### config.mk
export PLATFORM = sky130hd
export DESIGN_NAME = gyro_bias_calibrate_integrate_core
export DESIGN_NICKNAME = d
export VERILOG_FILES = /design/src/rtl/gbci_pkg.sv /design/src/rtl/gyro_bias_calibrate_integrate_core.sv /design/src/rtl/gbci_div.sv /design/src/rtl/gbci_dp.sv /design/src/rtl/gbci_ctrl.sv
export SDC_FILE = /design/constraint.sdc
export NUM_CORES = 2
export LEC_CHECK = 0
export ABC_CLOCK_PERIOD_IN_PS = 22900
export BUFFER_PORTS_ARGS = -buffer_cell sky130_fd_sc_hd__buf_2
export CORE_MARGIN = 2
export CORE_UTILIZATION = 45
export DETAILED_ROUTE_END_ITERATION = 6
export GPL_TIMING_DRIVEN = 0
export PLACE_DENSITY = 0.67
export SLEW_MARGIN = 0
export SYNTH_ARGS = -nofsm -noshare
export SYNTH_HDL_FRONTEND = slang
export SYNTH_SLANG_ARGS = --single-unit
### constraint.sdc
create_clock -name clk -period 22.9 [get_ports clk]
set_clock_uncertainty 0.1 [all_clocks]
set_input_delay 4.58 -clock clk [delete_from_list [all_inputs] [get_ports clk]]
set_output_delay 4.58 -clock clk [all_outputs]
set_load 0.02 [all_outputs]
### src/rtl/gbci_pkg.sv
// ----------------------------------------------------------------------------
// gbci_pkg
// Shared widths, codes, state type and controller/datapath bundles for the
// gyro bias calibration and rate integration core.
// ----------------------------------------------------------------------------
package gbci_pkg;

    localparam int RAW_W       = 16;
    localparam int RATE_W      = 17;
    localparam int ANG_W       = 48;
    localparam int CFG_W       = 10;
    localparam int SCALE_W     = 2 * CFG_W;
    localparam int PROD_W      = RATE_W + SCALE_W + 1;
    localparam int CMD_W       = 2;
    localparam int AXES        = 3;
    localparam int AXIS_W      = 2;
    localparam int STEP_W      = 2;
    localparam int IN_TDATA_W  = AXES * RAW_W;
    localparam int IN_TUSER_W  = CMD_W + 2;
    localparam int OUT_TDATA_W = 200;
    localparam int OUT_TUSER_W = 2;
    localparam int CFG_IDX_W   = 2;

    // command codes
    localparam logic [CMD_W-1:0] CMD_CAL = 2'd0;
    localparam logic [CMD_W-1:0] CMD_INT = 2'd1;
    localparam logic [CMD_W-1:0] CMD_CLR = 2'd2;

    // configuration register indexes
    localparam logic [CFG_IDX_W-1:0] REG_STEP_MS = 2'd0;
    localparam logic [CFG_IDX_W-1:0] REG_SENS    = 2'd1;

    localparam logic [CFG_W-1:0] STEP_MS_RESET = 10'd10;
    localparam logic [CFG_W-1:0] SENS_RESET    = 10'd35;

    localparam logic [ANG_W-1:0] ANG_MAX = {1'b0, {(ANG_W-1){1'b1}}};
    localparam logic [ANG_W-1:0] ANG_MIN = {1'b1, {(ANG_W-1){1'b0}}};

    // integrate pass: multiply on steps 0..2, accumulate on steps 1..3
    localparam logic [STEP_W-1:0] STEP_LAST = 2'd3;

    typedef enum logic [2:0] {
        S_IDLE,
        S_CHOOSE,
        S_INTEG,
        S_DIVGO,
        S_DIVW,
        S_DONE
    } state_t;

    typedef struct packed {
        logic              load;
        logic              choose;
        logic              mul_en;
        logic [AXIS_W-1:0] mul_axis;
        logic              acc_en;
        logic [AXIS_W-1:0] acc_axis;
        logic              div_start;
        logic              out_load;
    } dp_cmd_t;

    typedef struct packed {
        logic [CMD_W-1:0] command;
        logic             run_end;
        logic             div_done;
        logic             out_free;
    } dp_status_t;

endpackage

### src/rtl/gyro_bias_calibrate_integrate_core.sv
// ----------------------------------------------------------------------------
// gyro_bias_calibrate_integrate_core
// Three-axis gyro conditioner: bias calibration and saturating rate
// integration into 48-bit angles in eighth-microdegree units.
//
// Usage:
//   Input words arrive on s_t*: command, link and ready flags in s_tuser,
//   the three raw samples in s_tdata. One result word per input leaves on
//   m_t*: three angles and three bias-corrected rates in m_tdata, the held
//   and bias-valid flags in m_tuser. The user writes step_ms and
//   sensitivity_eighths on cfg_* between items; the block does not enforce it.
//   Integrate words pass through the choose state, the four-step integrate
//   pass and the done state; calibrate, clear and ignored words go from
//   choose to done; a calibrate word that ends a run adds the bias division,
//   one axis per cycle. m_tvalid is registered from the result load. The
//   next word is taken once the controller returns to idle, the cycle after
//   the result is loaded, so a word is not taken before the last is done;
//   the three axes share one multiplier.
//   A finished word sits in the output register while the next is taken;
//   a stalled receiver holds the block only when a second result is ready.
//   Reset restores the default step and sensitivity and clears angles,
//   bias, calibration sums and the held sample; no clearing pass follows.
// ----------------------------------------------------------------------------
module gyro_bias_calibrate_integrate_core #(
    parameter int CAL_COUNT = 10
) (
    input  logic                                  clk,
    input  logic                                  rst_n,
    input  logic                                  s_tvalid,
    output logic                                  s_tready,
    // raw_x, raw_y, raw_z
    input  logic [gbci_pkg::IN_TDATA_W-1:0]       s_tdata,
    // command, link_ok, data_ready
    input  logic [gbci_pkg::IN_TUSER_W-1:0]       s_tuser,
    input  logic                                  cfg_valid,
    output logic                                  cfg_ready,
    input  logic [gbci_pkg::CFG_IDX_W-1:0]        cfg_index,
    input  logic [gbci_pkg::CFG_W-1:0]            cfg_data,
    output logic                                  m_tvalid,
    input  logic                                  m_tready,
    // angle_x, angle_y, angle_z, rate_x, rate_y, rate_z, zero fill
    output logic [gbci_pkg::OUT_TDATA_W-1:0]      m_tdata,
    // held, bias_valid
    output logic [gbci_pkg::OUT_TUSER_W-1:0]      m_tuser
);
    import gbci_pkg::*;

    dp_cmd_t    cmd;
    dp_status_t status;

    gbci_ctrl u_ctrl (
        .clk      (clk),
        .rst_n    (rst_n),
        .s_tvalid (s_tvalid),
        .s_tready (s_tready),
        .status   (status),
        .cmd      (cmd)
    );

    gbci_dp #(
        .CAL_COUNT (CAL_COUNT)
    ) u_dp (
        .clk       (clk),
        .rst_n     (rst_n),
        .cmd       (cmd),
        .status    (status),
        .s_tdata   (s_tdata),
        .s_tuser   (s_tuser),
        .cfg_valid (cfg_valid),
        .cfg_ready (cfg_ready),
        .cfg_index (cfg_index),
        .cfg_data  (cfg_data),
        .m_tvalid  (m_tvalid),
        .m_tready  (m_tready),
        .m_tdata   (m_tdata),
        .m_tuser   (m_tuser)
    );

endmodule

### src/rtl/gbci_div.sv
// ----------------------------------------------------------------------------
// gbci_div
// Bias divider: calibration sums over CAL_COUNT, truncated toward zero, by
// reciprocal multiplication of the magnitude, one axis per cycle.
// ----------------------------------------------------------------------------
module gbci_div #(
    parameter int CAL_COUNT = 10,
    localparam int SUM_W = gbci_pkg::RAW_W + $clog2(CAL_COUNT)
) (
    input  logic                                  clk,
    input  logic                                  rst_n,
    input  logic                                  start,
    input  logic [gbci_pkg::AXES-1:0][SUM_W-1:0]  sum,
    output logic                                  done,
    output logic [gbci_pkg::AXES-1:0][gbci_pkg::RAW_W-1:0] quot
);
    import gbci_pkg::*;

    // floor(n / CAL_COUNT) equals (n * RECIP) >> SHIFT for every n below 2**SUM_W
    localparam int     SHIFT    = SUM_W + $clog2(CAL_COUNT);
    localparam int     RECIP_W  = SUM_W + 1;
    localparam int     PROD_Q_W = SUM_W + RECIP_W;
    localparam longint RECIP_L  = ((longint'(1) << SHIFT) + longint'(CAL_COUNT) - 1)
                                  / longint'(CAL_COUNT);
    localparam logic [RECIP_W-1:0] RECIP     = RECIP_W'(RECIP_L);
    localparam logic [AXIS_W-1:0]  AXIS_LAST = AXIS_W'(AXES - 1);

    logic                          busy_reg, busy_next;
    logic                          done_reg, done_next;
    logic [AXIS_W-1:0]             axis_reg, axis_next;
    logic [AXES-1:0][SUM_W-1:0]    mag_reg, mag_next;
    logic [AXES-1:0]               neg_reg, neg_next;
    logic [AXES-1:0][RAW_W-1:0]    quot_reg, quot_next;

    logic [SUM_W-1:0]              mag_sel;
    logic                          neg_sel;
    logic [PROD_Q_W-1:0]           prod;
    logic [RAW_W-1:0]              q_mag;

    always_comb
    begin
        mag_sel = '0;
        neg_sel = 1'b0;
        for (int i = 0; i < AXES; i++)
        begin
            if (axis_reg == AXIS_W'(i))
            begin
                mag_sel = mag_reg[i];
                neg_sel = neg_reg[i];
            end
        end
        prod  = PROD_Q_W'(mag_sel) * PROD_Q_W'(RECIP);
        q_mag = prod[SHIFT +: RAW_W];
    end

    always_comb
    begin
        busy_next = busy_reg;
        done_next = 1'b0;
        axis_next = axis_reg;
        mag_next  = mag_reg;
        neg_next  = neg_reg;
        quot_next = quot_reg;
        if (start)
        begin
            busy_next = 1'b1;
            axis_next = '0;
            for (int i = 0; i < AXES; i++)
            begin
                neg_next[i] = sum[i][SUM_W-1];
                mag_next[i] = sum[i][SUM_W-1] ? (SUM_W'(0) - sum[i]) : sum[i];
            end
        end
        else if (busy_reg)
        begin
            // restore the sign on the truncated magnitude
            for (int i = 0; i < AXES; i++)
            begin
                if (axis_reg == AXIS_W'(i))
                    quot_next[i] = neg_sel ? (RAW_W'(0) - q_mag) : q_mag;
            end
            if (axis_reg == AXIS_LAST)
            begin
                busy_next = 1'b0;
                done_next = 1'b1;
            end
            else
            begin
                axis_next = axis_reg + 1'b1;
            end
        end
    end

    always_ff @(posedge clk or negedge rst_n)
    begin
        if (!rst_n)
        begin
            busy_reg <= 1'b0;
            done_reg <= 1'b0;
            axis_reg <= '0;
        end
        else
        begin
            busy_reg <= busy_next;
            done_reg <= done_next;
            axis_reg <= axis_next;
        end
    end

    always_ff @(posedge clk)
    begin
        mag_reg  <= mag_next;
        neg_reg  <= neg_next;
        quot_reg <= quot_next;
    end

    assign done = done_reg;
    assign quot = quot_reg;

`ifndef ASSERT_OFF
    a_start_idle: assert property (@(posedge clk) disable iff (!rst_n)
        start |-> !busy_reg)
        else $error("divider started while busy");
    a_done_after_last: assert property (@(posedge clk) disable iff (!rst_n)
        (busy_reg && axis_reg == AXIS_LAST && !start) |=> (done_reg && !busy_reg))
        else $error("divider did not finish after last axis");
    a_done_pulse: assert property (@(posedge clk) disable iff (!rst_n)
        done_reg |=> !done_reg)
        else $error("divider done held for more than one cycle");
`endif

endmodule

### src/rtl/gbci_dp.sv
// ----------------------------------------------------------------------------
// gbci_dp
// Datapath: input capture, sample choice, bias and calibration sums, shared
// rate-times-scale multiplier, saturating angle accumulators, result register.
// ----------------------------------------------------------------------------
module gbci_dp #(
    parameter int CAL_COUNT = 10
) (
    input  logic                                  clk,
    input  logic                                  rst_n,
    input  gbci_pkg::dp_cmd_t                     cmd,
    output gbci_pkg::dp_status_t                  status,
    input  logic [gbci_pkg::IN_TDATA_W-1:0]       s_tdata,
    input  logic [gbci_pkg::IN_TUSER_W-1:0]       s_tuser,
    input  logic                                  cfg_valid,
    output logic                                  cfg_ready,
    input  logic [gbci_pkg::CFG_IDX_W-1:0]        cfg_index,
    input  logic [gbci_pkg::CFG_W-1:0]            cfg_data,
    output logic                                  m_tvalid,
    input  logic                                  m_tready,
    output logic [gbci_pkg::OUT_TDATA_W-1:0]      m_tdata,
    output logic [gbci_pkg::OUT_TUSER_W-1:0]      m_tuser
);
    import gbci_pkg::*;

    localparam int SUM_W  = RAW_W + $clog2(CAL_COUNT);
    localparam int CCNT_W = $clog2(CAL_COUNT + 1);
    localparam logic [CCNT_W-1:0] LAST_CNT = CCNT_W'(CAL_COUNT - 1);
    localparam int PAD_W  = OUT_TDATA_W - AXES * (ANG_W + RATE_W);

    // captured word
    logic [CMD_W-1:0]             cmd_reg;
    logic                         link_reg;
    logic                         rdy_reg;
    logic [AXES-1:0][RAW_W-1:0]   raw_reg;

    // block state
    logic [CFG_W-1:0]             step_reg;
    logic [CFG_W-1:0]             sens_reg;
    logic [AXES-1:0][RAW_W-1:0]   last_reg, last_next;
    logic [AXES-1:0][RAW_W-1:0]   bias_reg;
    logic [AXES-1:0][SUM_W-1:0]   cal_sum_reg, cal_sum_next;
    logic [CCNT_W-1:0]            cal_count_reg;
    logic [AXES-1:0][ANG_W-1:0]   angle_reg;
    logic                         bias_done_reg;

    // per-item working registers
    logic [AXES-1:0][RATE_W-1:0]  rate_reg, rate_next;
    logic                         held_reg, held_next;
    logic [SCALE_W-1:0]           scale_reg, scale_next;
    logic signed [PROD_W-1:0]     prod_reg, prod_next;

    // result register
    logic                         m_tvalid_reg;
    logic [OUT_TDATA_W-1:0]       m_tdata_reg;
    logic [OUT_TUSER_W-1:0]       m_tuser_reg;

    logic                         take;
    logic                         cal_start;
    logic [AXES-1:0][RAW_W-1:0]   base_last;
    logic [AXES-1:0][RAW_W-1:0]   sample;
    logic [AXES-1:0][SUM_W-1:0]   sum_base;

    logic signed [RATE_W-1:0]     mul_a;
    logic signed [SCALE_W:0]      mul_b;
    logic [ANG_W-1:0]             angle_sel;
    logic signed [ANG_W:0]        acc_sum;
    logic [ANG_W-1:0]             acc_sat;

    logic                         div_done;
    logic [AXES-1:0][RAW_W-1:0]   div_quot;

    gbci_div #(
        .CAL_COUNT (CAL_COUNT)
    ) u_div (
        .clk   (clk),
        .rst_n (rst_n),
        .start (cmd.div_start),
        .sum   (cal_sum_reg),
        .done  (div_done),
        .quot  (div_quot)
    );

    // sample choice and per-item results
    always_comb
    begin
        take      = (cmd_reg == CMD_CAL) || (cmd_reg == CMD_INT);
        cal_start = (cmd_reg == CMD_CAL) && (cal_count_reg == '0);
        held_next = take && link_reg && !rdy_reg;
        for (int i = 0; i < AXES; i++)
        begin
            base_last[i] = cal_start ? '0 : last_reg[i];
            if (!link_reg)
                sample[i] = '0;
            else if (rdy_reg)
                sample[i] = raw_reg[i];
            else
                sample[i] = base_last[i];
            last_next[i] = (take && link_reg && rdy_reg) ? raw_reg[i] : base_last[i];
            rate_next[i] = take ? (RATE_W'($signed(sample[i])) - RATE_W'($signed(bias_reg[i])))
                                : '0;
            sum_base[i]     = cal_start ? '0 : cal_sum_reg[i];
            cal_sum_next[i] = sum_base[i] + SUM_W'($signed(sample[i]));
        end
        scale_next = SCALE_W'(step_reg) * SCALE_W'(sens_reg);
    end

    // shared multiplier and accumulator
    always_comb
    begin
        case (cmd.mul_axis)
            2'd0:    mul_a = $signed(rate_reg[0]);
            2'd1:    mul_a = $signed(rate_reg[1]);
            2'd2:    mul_a = $signed(rate_reg[2]);
            default: mul_a = '0;
        endcase
        mul_b     = $signed({1'b0, scale_reg});
        prod_next = mul_a * mul_b;

        case (cmd.acc_axis)
            2'd0:    angle_sel = angle_reg[0];
            2'd1:    angle_sel = angle_reg[1];
            2'd2:    angle_sel = angle_reg[2];
            default: angle_sel = '0;
        endcase
        acc_sum = $signed({angle_sel[ANG_W-1], angle_sel}) + (ANG_W + 1)'(prod_reg);
        if (acc_sum[ANG_W] != acc_sum[ANG_W-1])
            acc_sat = acc_sum[ANG_W] ? ANG_MIN : ANG_MAX;
        else
            acc_sat = acc_sum[ANG_W-1:0];
    end

    // control state of the datapath
    always_ff @(posedge clk or negedge rst_n)
    begin
        if (!rst_n)
        begin
            step_reg      <= STEP_MS_RESET;
            sens_reg      <= SENS_RESET;
            last_reg      <= '0;
            bias_reg      <= '0;
            cal_sum_reg   <= '0;
            cal_count_reg <= '0;
            angle_reg     <= '0;
            bias_done_reg <= 1'b0;
            m_tvalid_reg  <= 1'b0;
        end
        else
        begin
            if (cfg_valid && cfg_ready)
            begin
                case (cfg_index)
                    REG_STEP_MS: step_reg <= cfg_data;
                    REG_SENS:    sens_reg <= cfg_data;
                    default:     ;
                endcase
            end
            if (cmd.choose)
            begin
                last_reg <= last_next;
                if (cmd_reg == CMD_CAL)
                begin
                    cal_sum_reg   <= cal_sum_next;
                    cal_count_reg <= (cal_count_reg == LAST_CNT) ? '0
                                                                 : cal_count_reg + 1'b1;
                end
                if (cmd_reg == CMD_CLR)
                    angle_reg <= '0;
            end
            if (cmd.acc_en)
            begin
                case (cmd.acc_axis)
                    2'd0:    angle_reg[0] <= acc_sat;
                    2'd1:    angle_reg[1] <= acc_sat;
                    2'd2:    angle_reg[2] <= acc_sat;
                    default: ;
                endcase
            end
            if (div_done)
            begin
                bias_reg      <= div_quot;
                bias_done_reg <= 1'b1;
            end
            if (cmd.out_load)
                m_tvalid_reg <= 1'b1;
            else if (m_tready)
                m_tvalid_reg <= 1'b0;
        end
    end

    // payload registers
    always_ff @(posedge clk)
    begin
        if (cmd.load)
        begin
            cmd_reg  <= s_tuser[CMD_W-1:0];
            link_reg <= s_tuser[CMD_W];
            rdy_reg  <= s_tuser[CMD_W+1];
            raw_reg  <= s_tdata;
        end
        if (cmd.choose)
        begin
            rate_reg  <= rate_next;
            held_reg  <= held_next;
            scale_reg <= scale_next;
        end
        if (cmd.mul_en)
            prod_reg <= prod_next;
        if (cmd.out_load)
        begin
            m_tdata_reg <= {{PAD_W{1'b0}}, rate_reg[2], rate_reg[1], rate_reg[0],
                            angle_reg[2], angle_reg[1], angle_reg[0]};
            m_tuser_reg <= {bias_done_reg, held_reg};
        end
    end

    assign cfg_ready        = 1'b1;
    assign m_tvalid         = m_tvalid_reg;
    assign m_tdata          = m_tdata_reg;
    assign m_tuser          = m_tuser_reg;

    assign status.command  = cmd_reg;
    assign status.run_end  = (cmd_reg == CMD_CAL) && (cal_count_reg == LAST_CNT);
    assign status.div_done = div_done;
    assign status.out_free = !m_tvalid_reg || m_tready;

`ifndef ASSERT_OFF
    a_cal_count_range: assert property (@(posedge clk) disable iff (!rst_n)
        cal_count_reg <= LAST_CNT)
        else $error("calibration count past run length");
    a_out_load_free: assert property (@(posedge clk) disable iff (!rst_n)
        cmd.out_load |-> (!m_tvalid_reg || m_tready))
        else $error("result register overwritten before it was taken");
`endif

endmodule

### src/rtl/gbci_ctrl.sv
// ----------------------------------------------------------------------------
// gbci_ctrl
// Controller: sequences capture, sample choice, the integrate pass over three
// axes, the bias division at the end of a calibration run and the result load.
// ----------------------------------------------------------------------------
module gbci_ctrl (
    input  logic                  clk,
    input  logic                  rst_n,
    input  logic                  s_tvalid,
    output logic                  s_tready,
    input  gbci_pkg::dp_status_t  status,
    output gbci_pkg::dp_cmd_t     cmd
);
    import gbci_pkg::*;

    state_t             state_reg, state_next;
    logic [STEP_W-1:0]  step_reg, step_next;

    // next state
    always_comb
    begin
        state_next = state_reg;
        case (state_reg)
            S_IDLE:
            begin
                if (s_tvalid)
                    state_next = S_CHOOSE;
            end
            S_CHOOSE:
            begin
                case (status.command)
                    CMD_INT: state_next = S_INTEG;
                    CMD_CAL: state_next = status.run_end ? S_DIVGO : S_DONE;
                    default: state_next = S_DONE;
                endcase
            end
            S_INTEG:
            begin
                if (step_reg == STEP_LAST)
                    state_next = S_DONE;
            end
            S_DIVGO:
            begin
                state_next = S_DIVW;
            end
            S_DIVW:
            begin
                if (status.div_done)
                    state_next = S_DONE;
            end
            S_DONE:
            begin
                if (status.out_free)
                    state_next = S_IDLE;
            end
            default:
            begin
                state_next = S_IDLE;
            end
        endcase
    end

    // outputs
    always_comb
    begin
        s_tready  = 1'b0;
        cmd       = '0;
        step_next = '0;
        case (state_reg)
            S_IDLE:
            begin
                s_tready = 1'b1;
                cmd.load = s_tvalid;
            end
            S_CHOOSE:
            begin
                cmd.choose = 1'b1;
            end
            S_INTEG:
            begin
                // multiply axis n while accumulating axis n-1
                cmd.mul_en   = (step_reg != STEP_LAST);
                cmd.mul_axis = step_reg;
                cmd.acc_en   = (step_reg != '0);
                cmd.acc_axis = step_reg - 1'b1;
                step_next    = step_reg + 1'b1;
            end
            S_DIVGO:
            begin
                cmd.div_start = 1'b1;
            end
            S_DONE:
            begin
                cmd.out_load = status.out_free;
            end
            default:
            begin
                s_tready = 1'b0;
            end
        endcase
    end

    always_ff @(posedge clk or negedge rst_n)
    begin
        if (!rst_n)
        begin
            state_reg <= S_IDLE;
            step_reg  <= '0;
        end
        else
        begin
            state_reg <= state_next;
            step_reg  <= step_next;
        end
    end

`ifndef ASSERT_OFF
    a_div_done_waiting: assert property (@(posedge clk) disable iff (!rst_n)
        status.div_done |-> (state_reg == S_DIVW))
        else $error("bias division finished outside its wait state");
`endif

endmodule

# --- Yosys cells after proc, flatten, opt, wreduce, memory -nomap -nowiden ---
# Cells that the tools add are included.
# W data, S select, Z words.
totals:
  reg_bits: 805
  latchBits: 0
  ramBits: 0
  rom_bits: 0
  inputBits: 69
  out_inout_bits: 205
  mem_count: 0
classes:
  add_sub_neg: 15
  mul: 3
  n_div: 0
  n_lt_le_gt_ge: 0
  n_eq_ne: 23
  n_shift: 0
  n_mux: 61
  n_bitwise: 1
  reduce_logical: 27
op_table:
  columns: ["operator", "count"]
  rows:
  - ["$mux W144", 3]
  - ["$mux W48", 5]
  - ["$mux W16", 13]
  - ["$pmux W48 S3", 1]
  - ["$mux W20", 6]
  - ["$add A20 B20 Y20", 3]
  - ["$sub A1 B20 Y20 const A", 3]
  - ["$mux W19", 3]
  - ["$pmux W17 S3", 1]
  - ["$sub A16 B16 Y17", 3]
  - ["$add A48 B38 Y49", 1]
  - ["$mul A20 B20 Y39 const B", 1]
  - ["$mul A17 B21 Y38", 1]
  - ["$mul A10 B10 Y20", 1]
  - ["$pmux W3 S6", 1]
  - ["$mux W1", 16]
  - ["$sub A1 B16 Y16 const A", 1]
  - ["$mux W3", 5]
  - ["$eq A2 B1 Y1 const B", 5]
  - ["$eq A2 B2 Y1 const B", 5]
  - ["$logic_not A2 Y1", 5]
  - ["$reduce_and A3 Y1", 3]
  - ["$mux W2", 4]
  - ["$reduce_and A2 Y1", 4]
  - ["21 further kinds", 36]

# --- Depth between registers and ports, before layout ---
logic_depth:
  depth_word: 9
  depth_mapped: 33

# --- Hierarchy ---
# Synthesis repeated with hierarchy kept, for this count alone.
unflattened:
  cells_unflattened: 5924
  area_unflattened_um2: 61019.8
modules_own_cells:
  columns: ["mod", "instances", "cells_each", "area_per_inst_um2", "seq_area_each_um2"]
  rows:
  - ["gbci_dp", 1, 4617, 47644.4, 18944.4]
  - ["gbci_div", 1, 1264, 12983.7, 3433.3]
  - ["gbci_ctrl", 1, 43, 391.6, 125.1]

# --- Worst setup path after synthesis ---
# Ideal clock, no wire load.
synth_timing:
  path_kind: "input port to flip-flop"
  from: "input port m_tready"
  to: "register u_dp.m_tdata_reg[0] (netlist: u_dp.m_tdata[0]) (enable)"
  arrival_ns: 18.913
  required_time_ns: 21.765
  setup_slack_ns: 2.852
  cell_stages: 2
  path_buffers: 0
  cell_sequence: "nand2b_1 nor3b_1"
synth_rtl:
  columns: ["element", "line", "source"]
  rows:
  - ["start: declaration", "gyro_bias_calibrate_integrate_core.sv:40", "input logic m_tready,"]
  - ["end signal: assignment", "gbci_dp.sv:211", "m_tdata_reg <= {{PAD_W{1'b0}}, rate_reg[2], rate_reg[1], rate_reg[0],"]
  - ["end: declaration", "gbci_dp.sv:55", "logic [OUT_TDATA_W-1:0] m_tdata_reg;"]

# --- Worst setup path in the final report ---
layout_timing:
  from: "register u_ctrl.state_reg[1]"
  to: "register u_dp.prod_reg[36] (data pin)"
layout_via:
  elab_chain_len: 5
  word_cells_on_any_way: 7
  cone_classes: "mul (1); eq/ne (3); mux (2); reduce/logical (1)"
layout_lines:
  columns: ["element", "line", "source"]
  rows:
  - ["start: declaration", "gbci_ctrl.sv:16", "state_t state_reg, state_next;"]
  - ["start signal: assignment", "gbci_ctrl.sv:112", "state_reg <= state_next;"]
  - ["$eq A3 B2 Y1 (*)", "gbci_ctrl.sv:69", "case (state_reg)"]
  - ["$mux W6 (*)", "gbci_ctrl.sv:69", null]
  - ["$eq A2 B2 Y1 (tied with other cells)", "gbci_dp.sv:111", "case (cmd.mul_axis)"]
  - ["$pmux W17 S3 (*)", "gbci_dp.sv:111", null]
  - ["$mul A17 B21 Y38 (*)", "gbci_dp.sv:118", "prod_next = mul_a * mul_b;"]
  - ["net u_dp.prod_next[36]", "gbci_dp.sv:51", "logic signed [PROD_W-1:0] prod_reg, prod_next;"]
  - ["end signal: assignment", "gbci_dp.sv:208", "prod_reg <= prod_next;"]
  - ["end: declaration", "gbci_dp.sv:51", null]
# Mark *: on every way through the listed nets, which the timed path passes. The rest lies on a longest branch.
# A chain may end at the register's enable or synchronous reset.

==> results.sh <==
export IMPL_multi_input_area_sq_mm=0.0343
export IMPL_synth_ff_type="edfxtp_1"
export IMPL_grt_remaining_overflow=0
export IMPL_final_seq_area_sq_mm=0.0225
export IMPL_grt_pass1_vias=45225
export IMPL_path_common_cell="fa_1"
export IMPL_fill_cells=12272
export IMPL_die_x_um=372
export IMPL_rsz0062_at_grt="false"
export IMPL_yosys_warnings=0
export IMPL_cts_made_buffers=88
export IMPL_fin_crit_sh_pct=45.4
export IMPL_largest_reg_flops=195
export IMPL_yosysSeqAreaShare_pct=36.9
export IMPL_gp_congestion=0.962
export IMPL_crit_type="reg2reg"
export IMPL_h_tree_depth=3
export IMPL_start_util_pct=45.1
export IMPL_wl_per_cell_um=21.5
export IMPL_drtAntennaViolNets=0
export IMPL_status="complete, but fails checks"
export IMPL_cts_root_buf="clkbuf_16"
export IMPL_crit_arrival_ns=10.74
export IMPL_num_vias=46207
export IMPL_hold_class="reg2reg"
export IMPL_dr_pass1_iters=7
export IMPL_rows=135
export IMPL_syn_area_sq_mm=0.0609
export IMPL_fp_dieH_um=372
export IMPL_cpPeakStageDelay_ns=1.20
export IMPL_antenna_found_initial=12
export IMPL_grtUsageTotal_pct=25.9
export IMPL_final_max_slew_viol_count=6
export IMPL_final_nets=7538
export IMPL_drc_errors=0
export IMPL_worst_pin_slew_ns=1.55
export IMPL_grt_max_degree=109
export IMPL_postPlaceCellArea_sq_mm=0.0649
export IMPL_post_cts_resized=0
export IMPL_relSlewSlack_pct=-4.44
export IMPL_wl_mm=179
export IMPL_fmax_ghz=0.0961
export IMPL_critPathMaxFanout=10
export IMPL_numPortBuffers=267
export IMPL_place_hpwl_mm=144
export IMPL_cp_data_required_time_ns=23.23
export IMPL_core_area_sq_mm=0.135
export IMPL_layout_drive_gt1_share_pct=8.17
export IMPL_synth_edf_count=470
export IMPL_cts_sinks=805
export IMPL_crit_path_end_kind="register"
export IMPL_synth_cells=6058
export IMPL_startpoint_type="register"
export IMPL_area_delta_synth_final_pct=11.3
export IMPL_final_util_pct=50.3
export IMPL_cp_slowest_cell="nor3b_1"
export IMPL_postCtsSetupBuffers=0
export IMPL_period_needed_ns=10.41
export IMPL_whs_ns=0.325
export IMPL_ys_async_sr_fraction_pct=41.6
export IMPL_max_cap_violations=2
export IMPL_cts_clk_slew_worst_paths_ns=0.05
export IMPL_vias_per_cell=5.56
export IMPL_synth_cell_type_count=87
export IMPL_hold_viol=0
export IMPL_die_area_sq_mm=0.138
export IMPL_ctsHoldBuffers=0
export IMPL_syn_area_per_cell_sq_um=10.1
export IMPL_ctsLongestPathBuffers=3
export IMPL_grt_pass1_wl_mm=272
export IMPL_fin_area_sq_mm=0.0678
export IMPL_setup_violations=0
export IMPL_pin_count=274
export IMPL_clkLatencyLatePin_ns=0.72
export IMPL_violations="max-capacitance violations, max-slew violations"
export IMPL_first_iter_violations=4498
export IMPL_synth_seq_cells=805
export IMPL_tritoncts="yes"
worst paths after layout:
check,start,to,slack [ns],depth (start not counted)
max reg2reg,u_ctrl.state_reg[1],u_dp.prod_reg[36],12.49,30
min reg2reg,u_dp.held_reg,u_dp.m_tuser[0],0.32,0
min in group asynchronous,rst_n,u_dp.step_reg[0],3.70,1
max,u_ctrl.state_reg[1],u_dp.prod_reg[36],12.49,30
min,u_dp.held_reg,u_dp.m_tuser[0],0.32,0
max in group asynchronous,rst_n,u_dp.angle_reg[4],17.58,3
logic make-up after synthesis:
family                   synth area share [%]
adder cells (fa/ha/maj)                  26.8
other                                  0.0123
flip-flops                               36.9
AND/OR/NAND/NOR                          13.1
multiplexers                            0.491
AO/OA/AOI/OAI                            12.6
buffers and inverters                    6.84
XOR/XNOR                                 3.21
metal layers:
layer  up-vias  global-route usage (%)  part of all wire [%]
li1      21154                       -                     -
met1     22864                    37.1                    43
met2      1896                    40.0                    45
met3       291                    4.67                   8.6
met4         2                    7.77                   3.3
met5         -                       0                0.0073
synthesized netlist by cell type (all sizes together) (19+ instances only):
| cell | number | share of area [%] |
|---|---|---|
| a211oi | 22 | 0.27 |
| a21boi | 32 | 0.41 |
| a21o | 83 | 1.0 |
| a21oi | 185 | 1.5 |
| a222oi | 48 | 0.79 |
| a22o | 92 | 1.3 |
| a22oi | 19 | 0.23 |
| a31oi | 24 | 0.27 |
| and2 | 321 | 3.3 |
| and3 | 22 | 0.23 |
| buf | 29 | 0.25 |
| clkbuf | 223 | 1.4 |
| dfrtp | 330 | 14 |
| edfxtp | 470 | 23 |
| fa | 477 | 16 |
| ha | 544 | 11 |
| inv | 847 | 5.2 |
| mux2 | 25 | 0.47 |
| nand2 | 837 | 5.2 |
| nand2b | 38 | 0.39 |
| nand3 | 41 | 0.34 |
| nand4 | 22 | 0.23 |
| nor2 | 231 | 1.5 |
| nor2b | 28 | 0.29 |
| nor3 | 59 | 0.49 |
| o21a | 29 | 0.36 |
| o21ai | 457 | 3.8 |
| o21bai | 27 | 0.33 |
| o31ai | 38 | 0.47 |
| o41ai | 20 | 0.29 |
| or3 | 38 | 0.39 |
| xnor2 | 173 | 2.5 |
| xor2 | 50 | 0.72 |
worst max-delay path, delay by kind of cell, from the launching register on:
family,cells,cell delay [ns]
simple gates,3,1.66
flops,1,0.33
compound gates,12,3.39
xor+xnor,1,0.10
fa+ha+maj,7,3.32
buf+inv,7,1.19
cell type report:
cell class	count	area share [%]
timing repair buffer	296	2.57
inverter	847	4.69
tap	1781	3.29
multi-input combinational	4158	50.5
clock inverter	54	0.801
sequential	805	33.2
antenna	3	0.0111
buffer	252	1.46
clock buffer	112	3.46
cells in the final DEF, fill, tap and decap left out, types with 48 or more instances in the layout:
master	count
o21ai_0	389
a21o_1	83
inv_1	844
clkbuf_1	243
edfxtp_1	470
nor2_1	220
clkbuf_16	89
xor2_1	50
ha_1	544
dfrtp_1	330
buf_2	271
o21ai_1	68
a21oi_1	185
fa_1	477
and2_1	320
nand2_1	836
nor3_1	58
xnor2_1	173
a222oi_1	48
a22o_1	92
per-stage QoR:
stage / setup TNS, ns / worst slack, ns / std cells
3_5_place_dp: 0 / 12.56 / 8138
3_3_place_gp: -835.29 / -4.29 / 8110
6_report: 0 / 12.49 / 8308
2_1_floorplan: 0 / 2.85 / 6062
4_1_cts: 0 / 12.52 / 8304
5_1_grt: 0 / 11.99 / 8305
Power is not shown: default switching activity piles up to over one toggle a cycle in this logic, so the estimate is an artifact.
